File: src/rtl/core/bmam_pkg.sv
`timescale 1ns / 1ps
// ----------------------------------------------------------------------------
// bmam_pkg
// shared types, widths and codes of the battery moving-average monitor
// ----------------------------------------------------------------------------
package bmam_pkg;

  localparam int SAMPLE_W    = 12;
  localparam int SUM_W       = 18;
  localparam int REF_W       = 16;
  localparam int RATIO_W     = 8;
  localparam int OFFSET_W    = 16;
  localparam int MV_W        = 24;
  localparam int DV_W        = 16;
  localparam int CFG_INDEX_W = 8;
  localparam int CFG_DATA_W  = 16;

  localparam int WINDOW_SIZE_DEF = 8;

  // serial divider sizing: widest dividend is the divider ratio product
  localparam int DIV_W     = MV_W;
  localparam int DIVISOR_W = RATIO_W;
  localparam int CNT_W     = $clog2(DIV_W + 1);

  // constant divisions as reciprocal multiplications, exact over the whole
  // dividend range: floor(x / d) = (x * ceil(2**s / d)) >> s
  localparam longint unsigned ADC_FULL_SCALE = 4095;
  localparam longint unsigned DECIV_DIVISOR  = 100;

  localparam int ADC_SHIFT   = SAMPLE_W + REF_W + 12;
  localparam int ADC_RECIP_W = 29;
  localparam logic [ADC_RECIP_W-1:0] ADC_RECIP =
    ADC_RECIP_W'(((64'd1 << ADC_SHIFT) + ADC_FULL_SCALE - 1) / ADC_FULL_SCALE);

  localparam int DV_SHIFT   = MV_W + 1 + 7;
  localparam int DV_RECIP_W = 26;
  localparam logic [DV_RECIP_W-1:0] DV_RECIP =
    DV_RECIP_W'(((64'd1 << DV_SHIFT) + DECIV_DIVISOR - 1) / DECIV_DIVISOR);

  localparam logic [MV_W:0]        ROUND_HALF     = (MV_W + 1)'(50);
  localparam logic [MV_W-1:0]      MV_MAX         = '1;
  localparam logic [DV_W-1:0]      DV_MAX         = '1;

  localparam logic [REF_W-1:0]    REFERENCE_RESET   = REF_W'(3300);
  localparam logic [RATIO_W-1:0]  NUMERATOR_RESET   = RATIO_W'(1);
  localparam logic [RATIO_W-1:0]  DENOMINATOR_RESET = RATIO_W'(1);
  localparam logic [OFFSET_W-1:0] OFFSET_RESET      = '0;

  localparam logic [CFG_INDEX_W-1:0] CFG_REFERENCE_MV   = CFG_INDEX_W'(0);
  localparam logic [CFG_INDEX_W-1:0] CFG_DIV_NUMERATOR  = CFG_INDEX_W'(1);
  localparam logic [CFG_INDEX_W-1:0] CFG_DIV_DENOMINATOR = CFG_INDEX_W'(2);
  localparam logic [CFG_INDEX_W-1:0] CFG_OFFSET_MV      = CFG_INDEX_W'(3);

  localparam logic REQ_NORMAL = 1'b0;
  localparam logic REQ_PRIME  = 1'b1;

  typedef struct packed {
    logic                req_type;
    logic [SAMPLE_W-1:0] sample;
  } bmam_in_t;

  typedef struct packed {
    logic [SAMPLE_W-1:0] average_raw;
    logic [MV_W-1:0]     battery_mv;
    logic [DV_W-1:0]     battery_deciv;
  } bmam_out_t;

  typedef struct packed {
    logic [DIV_W-1:0]     dividend;
    logic [DIVISOR_W-1:0] divisor;
    logic [CNT_W-1:0]     bits;
  } bmam_div_req_t;

  typedef struct packed {
    logic             busy;
    logic             done;
    logic [DIV_W-1:0] quotient;
  } bmam_div_rsp_t;

endpackage

File: src/rtl/core/bmam_ram.sv
`timescale 1ns / 1ps
// ----------------------------------------------------------------------------
// bmam_ram
// generic single-write, single-read ram with registered read data
// ----------------------------------------------------------------------------
module bmam_ram #(
  parameter int WIDTH = 12,
  parameter int DEPTH = 8,
  localparam int ADDR_W = (DEPTH > 1) ? $clog2(DEPTH) : 1
) (
  input  logic              clk,
  input  logic              we,
  input  logic [ADDR_W-1:0] waddr,
  input  logic [WIDTH-1:0]  wdata,
  input  logic              re,
  input  logic [ADDR_W-1:0] raddr,
  output logic [WIDTH-1:0]  rdata
);

  logic [WIDTH-1:0] mem [DEPTH];

  always_ff @(posedge clk) begin
    if (we) begin
      mem[waddr] <= wdata;
    end
    if (re) begin
      rdata <= mem[raddr];
    end
  end

endmodule

File: src/rtl/core/bmam_div.sv
`timescale 1ns / 1ps
// ----------------------------------------------------------------------------
// bmam_div
// restoring divider, one quotient bit per cycle over a chosen number of bits
// ----------------------------------------------------------------------------
module bmam_div (
  input  logic                    clk,
  input  logic                    rst,
  input  logic                    start,
  input  bmam_pkg::bmam_div_req_t req,
  output bmam_pkg::bmam_div_rsp_t rsp
);
  import bmam_pkg::*;

  logic [DIVISOR_W-1:0] rem;
  logic [DIVISOR_W-1:0] divisor;
  logic [DIV_W-1:0]     quo;
  logic [CNT_W-1:0]     cnt;
  logic                 busy;
  logic                 done;

  logic [DIVISOR_W:0] trial;
  logic [DIVISOR_W:0] diff;
  logic               fits;

  always_comb begin
    trial = {rem, quo[DIV_W-1]};
    diff  = trial - {1'b0, divisor};
    fits  = (trial >= {1'b0, divisor});
  end

  always_ff @(posedge clk) begin
    if (rst) begin
      busy <= 1'b0;
      done <= 1'b0;
      cnt  <= '0;
    end else begin
      done <= 1'b0;
      if (start) begin
        rem     <= '0;
        // align the used dividend bits at the top of the shift register
        quo     <= req.dividend << (CNT_W'(DIV_W) - req.bits);
        divisor <= req.divisor;
        cnt     <= req.bits;
        busy    <= 1'b1;
      end else if (busy) begin
        rem <= fits ? diff[DIVISOR_W-1:0] : trial[DIVISOR_W-1:0];
        quo <= {quo[DIV_W-2:0], fits};
        cnt <= cnt - 1'b1;
        if (cnt == CNT_W'(1)) begin
          busy <= 1'b0;
          done <= 1'b1;
        end
      end
    end
  end

  assign rsp.busy     = busy;
  assign rsp.done     = done;
  assign rsp.quotient = quo;

endmodule

File: src/rtl/core/battery_moving_average_monitor.sv
`timescale 1ns / 1ps
// ----------------------------------------------------------------------------
// battery_moving_average_monitor
// boxcar average of battery adc samples with millivolt and decivolt outputs
// ----------------------------------------------------------------------------
// One transaction at a time: a sample is accepted only while the sequencer
// is idle, and the sequencer returns to idle once the result has been moved
// into the output register. Most of a normal sample's time goes to the serial
// divide by the configured divider denominator, one quotient bit per cycle
// over 24 bits; the divisions by the window size, by full scale and by 100
// for decivolts are reciprocal multiplications, each in its own state, and a
// prime also writes every window slot, one per cycle. The window lives in a
// ram with registered read; per-slot valid flags make the ring read as zero
// after reset, so no clearing pass runs. A finished result is held in an
// output register while the next sample may already be taken; the following
// result then waits until that register is free. Configuration writes are
// always accepted.
module battery_moving_average_monitor #(
  parameter int WINDOW_SIZE = bmam_pkg::WINDOW_SIZE_DEF
) (
  input  logic                                  clk,
  input  logic                                  rst,
  input  logic                                  in_valid,
  output logic                                  in_ready,
  input  bmam_pkg::bmam_in_t                    in_data,
  output logic                                  out_valid,
  input  logic                                  out_ready,
  output bmam_pkg::bmam_out_t                   out_data,
  input  logic                                  cfg_valid,
  output logic                                  cfg_ready,
  input  logic [bmam_pkg::CFG_INDEX_W-1:0]      cfg_index,
  input  logic [bmam_pkg::CFG_DATA_W-1:0]       cfg_data
);
  import bmam_pkg::*;

  localparam int SLOT_W = (WINDOW_SIZE > 1) ? $clog2(WINDOW_SIZE) : 1;
  localparam logic [SLOT_W-1:0]    LAST_SLOT = SLOT_W'(WINDOW_SIZE - 1);
  localparam logic [SUM_W-1:0]     WIN_MULT  = SUM_W'(WINDOW_SIZE);

  // sum / WINDOW_SIZE as a reciprocal multiplication, exact for 18-bit sums
  localparam int AVG_SHIFT   = SUM_W + $clog2(WINDOW_SIZE);
  localparam int AVG_RECIP_W = SUM_W + 1;
  localparam logic [AVG_RECIP_W-1:0] AVG_RECIP =
    AVG_RECIP_W'(((64'd1 << AVG_SHIFT) + 64'(WINDOW_SIZE) - 64'd1) / 64'(WINDOW_SIZE));
  localparam int ADC_PROD_W = SAMPLE_W + REF_W + ADC_RECIP_W;
  localparam int DV_PROD_W  = MV_W + 1 + DV_RECIP_W;

  typedef enum logic [3:0] {
    IDLE, PRIME_FILL, UPDATE, AVG_DIV, MUL_REF, ADC_DIV, MUL_NUM,
    DEN_GO, DEN_WAIT, MV_ADD, DV_DIV, DONE
  } state_t;

  state_t state;

  // configuration
  logic [REF_W-1:0]    reference_mv;
  logic [RATIO_W-1:0]  divider_numerator;
  logic [RATIO_W-1:0]  divider_denominator;
  logic [OFFSET_W-1:0] offset_mv;

  // window state
  logic [SUM_W-1:0]       window_sum;
  logic [SLOT_W-1:0]      write_slot;
  logic [SAMPLE_W-1:0]    average_value;
  logic [WINDOW_SIZE-1:0] slot_valid;
  logic                   old_valid;
  logic [SLOT_W-1:0]      fill;
  logic [SAMPLE_W-1:0]    smp;

  // conversion datapath
  logic [SAMPLE_W+REF_W-1:0] prod_ref;
  logic [DIV_W-1:0]          prod;
  logic [REF_W-1:0]          adc;
  logic [MV_W-1:0]           mv_q;
  logic [MV_W-1:0]           mv;
  logic [DV_W-1:0]           dv;

  logic [SLOT_W-1:0]            slot_eff;
  logic [SLOT_W-1:0]            slot_adv;
  logic                         in_accept;
  logic [SAMPLE_W-1:0]          old_sample;
  logic [SUM_W-1:0]             sum_upd;
  logic [SUM_W+AVG_RECIP_W-1:0] avg_prod;
  logic [SAMPLE_W+REF_W-1:0]    mul_ref;
  logic [ADC_PROD_W-1:0]        adc_prod;
  logic [REF_W+RATIO_W-1:0]     mul_num;
  logic [MV_W:0]                mv_sum;
  logic [MV_W:0]                mv_round;
  logic [DV_PROD_W-1:0]         dv_prod;
  logic [RATIO_W-1:0]           den_eff;

  logic                ram_we;
  logic [SLOT_W-1:0]   ram_waddr;
  logic                ram_re;
  logic [SAMPLE_W-1:0] ram_rdata;

  logic          div_start;
  bmam_div_req_t div_req;
  bmam_div_rsp_t div_rsp;

  assign in_ready  = (state == IDLE);
  assign in_accept = in_valid && in_ready;
  assign cfg_ready = 1'b1;

  always_comb begin
    // a slot that is out of range is taken as the first one
    slot_eff   = (int'(write_slot) >= WINDOW_SIZE) ? '0 : write_slot;
    slot_adv   = (slot_eff == LAST_SLOT) ? '0 : slot_eff + 1'b1;
    old_sample = old_valid ? ram_rdata : '0;
    sum_upd    = window_sum - SUM_W'(old_sample) + SUM_W'(smp);
    avg_prod   = window_sum * AVG_RECIP;
    mul_ref    = average_value * reference_mv;
    adc_prod   = prod_ref * ADC_RECIP;
    mul_num    = adc * divider_numerator;
    mv_sum     = {1'b0, mv_q} + (MV_W + 1)'(offset_mv);
    mv_round   = {1'b0, mv} + ROUND_HALF;
    dv_prod    = mv_round * DV_RECIP;
    den_eff    = (divider_denominator == '0) ? RATIO_W'(1) : divider_denominator;
  end

  // ram port control
  assign ram_re    = in_accept && (in_data.req_type == REQ_NORMAL);
  assign ram_we    = (state == PRIME_FILL) || (state == UPDATE);
  assign ram_waddr = (state == PRIME_FILL) ? fill : slot_eff;

  bmam_ram #(
    .WIDTH (SAMPLE_W),
    .DEPTH (WINDOW_SIZE)
  ) u_window_ram (
    .clk   (clk),
    .we    (ram_we),
    .waddr (ram_waddr),
    .wdata (smp),
    .re    (ram_re),
    .raddr (slot_eff),
    .rdata (ram_rdata)
  );

  // divider request follows the sequencer state
  always_comb begin
    div_start = 1'b0;
    div_req   = '0;
    case (state)
      DEN_GO: begin
        div_start        = 1'b1;
        div_req.dividend = prod;
        div_req.divisor  = DIVISOR_W'(den_eff);
        div_req.bits     = CNT_W'(MV_W);
      end
      default: begin
        div_start = 1'b0;
      end
    endcase
  end

  bmam_div u_div (
    .clk   (clk),
    .rst   (rst),
    .start (div_start),
    .req   (div_req),
    .rsp   (div_rsp)
  );

  // configuration registers
  always_ff @(posedge clk) begin
    if (rst) begin
      reference_mv        <= REFERENCE_RESET;
      divider_numerator   <= NUMERATOR_RESET;
      divider_denominator <= DENOMINATOR_RESET;
      offset_mv           <= OFFSET_RESET;
    end else if (cfg_valid && cfg_ready) begin
      case (cfg_index)
        CFG_REFERENCE_MV:    reference_mv        <= cfg_data[REF_W-1:0];
        CFG_DIV_NUMERATOR:   divider_numerator   <= cfg_data[RATIO_W-1:0];
        CFG_DIV_DENOMINATOR: divider_denominator <= cfg_data[RATIO_W-1:0];
        CFG_OFFSET_MV:       offset_mv           <= cfg_data[OFFSET_W-1:0];
        default: begin
        end
      endcase
    end
  end

  // sequencer
  always_ff @(posedge clk) begin
    if (rst) begin
      state         <= IDLE;
      window_sum    <= '0;
      write_slot    <= '0;
      average_value <= '0;
      slot_valid    <= '0;
      out_valid     <= 1'b0;
    end else begin
      // in DONE the output register is handled below
      if (out_valid && out_ready && (state != DONE)) begin
        out_valid <= 1'b0;
      end
      case (state)
        IDLE: begin
          if (in_accept) begin
            smp <= in_data.sample;
            if (in_data.req_type == REQ_PRIME) begin
              window_sum    <= SUM_W'(WIN_MULT * SUM_W'(in_data.sample));
              average_value <= in_data.sample;
              write_slot    <= '0;
              fill          <= '0;
              state         <= PRIME_FILL;
            end else begin
              old_valid <= slot_valid[slot_eff];
              state     <= UPDATE;
            end
          end
        end
        PRIME_FILL: begin
          slot_valid[fill] <= 1'b1;
          fill             <= fill + 1'b1;
          if (fill == LAST_SLOT) begin
            state <= MUL_REF;
          end
        end
        UPDATE: begin
          window_sum           <= sum_upd;
          slot_valid[slot_eff] <= 1'b1;
          write_slot           <= slot_adv;
          state                <= AVG_DIV;
        end
        AVG_DIV: begin
          average_value <= avg_prod[AVG_SHIFT +: SAMPLE_W];
          state         <= MUL_REF;
        end
        MUL_REF: begin
          prod_ref <= mul_ref;
          state    <= ADC_DIV;
        end
        ADC_DIV: begin
          adc   <= adc_prod[ADC_SHIFT +: REF_W];
          state <= MUL_NUM;
        end
        MUL_NUM: begin
          prod  <= DIV_W'(mul_num);
          state <= DEN_GO;
        end
        DEN_GO: state <= DEN_WAIT;
        DEN_WAIT: begin
          if (div_rsp.done) begin
            mv_q  <= div_rsp.quotient[MV_W-1:0];
            state <= MV_ADD;
          end
        end
        MV_ADD: begin
          mv    <= mv_sum[MV_W] ? MV_MAX : mv_sum[MV_W-1:0];
          state <= DV_DIV;
        end
        DV_DIV: begin
          dv    <= (|dv_prod[DV_PROD_W-1:DV_SHIFT+DV_W]) ?
                   DV_MAX : dv_prod[DV_SHIFT +: DV_W];
          state <= DONE;
        end
        DONE: begin
          // wait for the output register to free up
          if (!out_valid || out_ready) begin
            out_data.average_raw   <= average_value;
            out_data.battery_mv    <= mv;
            out_data.battery_deciv <= dv;
            out_valid              <= 1'b1;
            state                  <= IDLE;
          end
        end
        default: state <= IDLE;
      endcase
    end
  end

endmodule

File: config.mk
export PLATFORM = sky130hd
export DESIGN_NAME = battery_moving_average_monitor
export DESIGN_NICKNAME = d
export VERILOG_FILES = /design/src/rtl/core/bmam_pkg.sv /design/src/rtl/core/bmam_ram.sv /design/src/rtl/core/bmam_div.sv /design/src/rtl/core/battery_moving_average_monitor.sv
export SDC_FILE = /design/constraint.sdc
export NUM_CORES = 2
export LEC_CHECK = 0
export ABC_CLOCK_PERIOD_IN_PS = 7760
export BUFFER_PORTS_ARGS = -buffer_cell sky130_fd_sc_hd__buf_2
export CAP_MARGIN = 15
export CELL_PAD_IN_SITES_DETAIL_PLACEMENT = 1
export CELL_PAD_IN_SITES_GLOBAL_PLACEMENT = 1
export CORE_ASPECT_RATIO = 0.9
export CORE_MARGIN = 8
export CORE_UTILIZATION = 40
export CTS_BUF_LIST = sky130_fd_sc_hd__clkbuf_8
export DETAILED_ROUTE_END_ITERATION = 10
export PLACE_DENSITY_LB_ADDON = 0.2
export SYNTH_ARGS = -nofsm -noshare
export SYNTH_HDL_FRONTEND = slang
export SYNTH_SLANG_ARGS = --single-unit
File: constraint.sdc
create_clock -name clk -period 7.76 [get_ports clk]
set_input_delay 1.164 -clock clk [delete_from_list [all_inputs] [get_ports clk]]
set_output_delay 1.164 -clock clk [all_outputs]
set_load 0.01 [all_outputs]
==> out/metrics.yaml <==
grt_pass1_wl_um: 178800
slew_violations: 0
rr_startpoint: "mv[1]$_SDFFCE_PP1P_"
routed_wl_um: 112600
slew_headroom: 0.2896
vias: 28513
maxCapViolations: 0
wire_per_inst_um: 19.88
finalCritPeriodShare: 0.9987
cp-startpoint: "mv[1]$_SDFFCE_PP1P_"
dpl.hpwl_um: 90610
synth_area_leaders: "edfxtp_1, fa_1, ha_1, inv_1, dfxtp_1"
clk_latency_ps: 730
fin_cells: 5663
dp.cells: 5479
skew_ps: 74.27
die_area_um2: 114600
r2r_end: "dv[13]$_SDFFCE_PP1P_"
start_util: 0.4023
hold_end: "out_data[8]$_DFFE_PP_"
fmax_mhz: 129.0
yosysSeqAreaShare: 0.2983
synth_cells: 3954
setup_viol: 0
powerDensity_nw_per_um2: 325.1
p_total_uw: 15440
clk_pin_slew_ps: 60
grt_pass1_vias: 31578
grt-ovfl-total: 0
grt_max_degree: 56
ant_nets: 0
outcome: "completed"
syn_to_final_growth_pct: 14.17
die_w_um: 356.0
htreeDepth: 3
die_y_um: 322.0
antenna_found_initial: 9
numPortBuffers: 95
grtUsageTotal: 0.1980
tns_ps: 0
rows: 112
worstSetupPathType: "reg2reg"
rrSetupSlack_ps: 10
viasPerCell: 5.035
clockBufferDepth: 3
cp.arrival_ps: 8190
syn_avg_cell_area_um2: 10.52
synth_edf_count: 348
ys_types: 79
cts_buffers: 80
rsz0062_at_grt: "true"
hold_class: "reg2reg"
crit_slowest_cell: "fa_1"
drt_iter0_drc: 1378
reg2reg_depth: 29
synth_top_area_frac: 0.2512
cp_max_fo: 8
first_pass_iters: 5
synthFlopType: "edfxtp_1"
hp-start: "dv[8]$_SDFFCE_PP1P_"
p_leak_uw: 0.02238
max_stage_delay_ps: 600
cts_tree: "done"
yosys-top-cells-count: "inv_1, ha_1, fa_1"
start_kind: "flop"
fin_util: 0.4593
clkSinkCount: 446
drc: 0
synth_area_leader_cell: "edfxtp_1"
final_nets: 5314
cp.required_ps: 8200
gp_congestion: 0.8718
pin_count: 97
endpoint_kind: "flop"
syn_nets: 5041
synth.most_common_cell: "inv_1"
clock-root-buffer: "clkbuf_8"
synth_seq_cells: 446
synthesis.area_um2: 41600
ir_drop_uv: 311.2
min_period_ps: 7750
worstMarginPinSlew_ps: 1066
holdPathStages: 0
drive_above_1_share: 0.1408
hold_violations: 0
async_flop_share: 0
fp.coreArea_um2: 103400
yosys_warnings: 0
## routing by layer
layer,global-route usage,wire length [um]
met2,0.3294,53270
met3,0.02230,4197
met5,0,0
met1,0.2746,52400
met4,0.05308,2734
## cells in the final DEF, fill, tap and decap left out, types with 16 or more instances in the layout
cell type / instances
edfxtp_1: 348
nand4_1: 19
dfxtp_1: 98
a211oi_1: 43
mux2_2: 17
and3_1: 24
o21bai_1: 16
buf_4: 190
inv_2: 24
fa_2: 16
and2_1: 142
ha_1: 543
mux2i_1: 59
o21ai_0: 66
nand3_1: 31
nand2b_1: 21
fa_1: 454
nor2_1: 212
xnor2_1: 71
xor2_1: 37
inv_1: 765
nand2_1: 357
clkbuf_8: 87
ha_4: 22
a221oi_1: 20
buf_2: 94
nor3_1: 28
a21oi_1: 116
nor2b_1: 27
a21o_1: 35
## final cells by class
class / count / area [um^2]
fillers: 11465 / 55920
multi-input cells: 2628 / 26730
flip-flops and latches: 446 / 12410
inverters: 772 / 2898
repair buffers: 299 / 2150
well taps: 1368 / 1712
clock buffers: 87 / 1197
clock inverters: 59 / 395.4
diodes: 4 / 10.01
## worst max path at each step
| stage | cells past startpoint | to |
|---|---|---|
| CTS | 32 | dv[2]$_SDFFCE_PP1P_ |
| global route | 34 | dv[13]$_SDFFCE_PP1P_ |
| global placement | 27 | dv[0]$_SDFFCE_PP1P_ |
| detailed placement | 27 | dv[2]$_SDFFCE_PP1P_ |
| floorplan | 29 | dv[10]$_SDFFCE_PP1P_ |
| finish | 29 | dv[13]$_SDFFCE_PP1P_ |
## flip-flops by register name (all words and copies together) (netlist names), 12 cells and up
register / cells
adc: 16
average_value: 12
dv: 16
mv: 24
mv_q: 24
offset_mv: 16
out_data: 52
prod: 24
prod_ref: 28
reference_mv: 16
smp: 12
u_div.quo: 24
u_window_ram.mem: 96
u_window_ram.rdata: 12
window_sum: 15
## kinds of logic after synthesis
kind of cell | synth area share
buf+inv | 0.08033
mux | 0.01988
compound gates | 0.06920
flops | 0.2983
xor+xnor | 0.02610
simple gates | 0.1070
fa+ha+maj | 0.3991
other cells | 0.00009013
## through the flow
stage	setup slack, ps	hold WS [ps]	instance area (um^2)
CTS	-25.41	419.4	47050
global placement	-38.89	407.9	45060
floorplan	-39.37	400.3	41920
detailed placement	-307.8	405.2	45060
finish	10.39	418.5	47500
global route	-286.2	428.5	47490
## power breakdown
part / switching (uW) / internal [uW]
sequential: 212 / 2940
combinational: 5590 / 4470
clock: 1070 / 1160
## timing repair
| item | in CTS | in global routing |
|---|---|---|
| hold buffers | 0 | 0 |
| setup buffers | 19 | 15 |
| endpoints found under the setup margin | 16 | 16 |
| pin swaps | 60 | 37 |
| gates resized for setup | 42 | 57 |
| gates cloned | 1 | 1 |
## critical path: cells and delay by family, from the launching register on
kind / cells / cell delay (ps)
fa+ha+maj: 8 / 3610
compound gates: 7 / 1540
simple gates: 5 / 840
buf+inv: 7 / 690
flops: 1 / 440
xor+xnor: 2 / 390
Power figures use the tool's default switching activity.
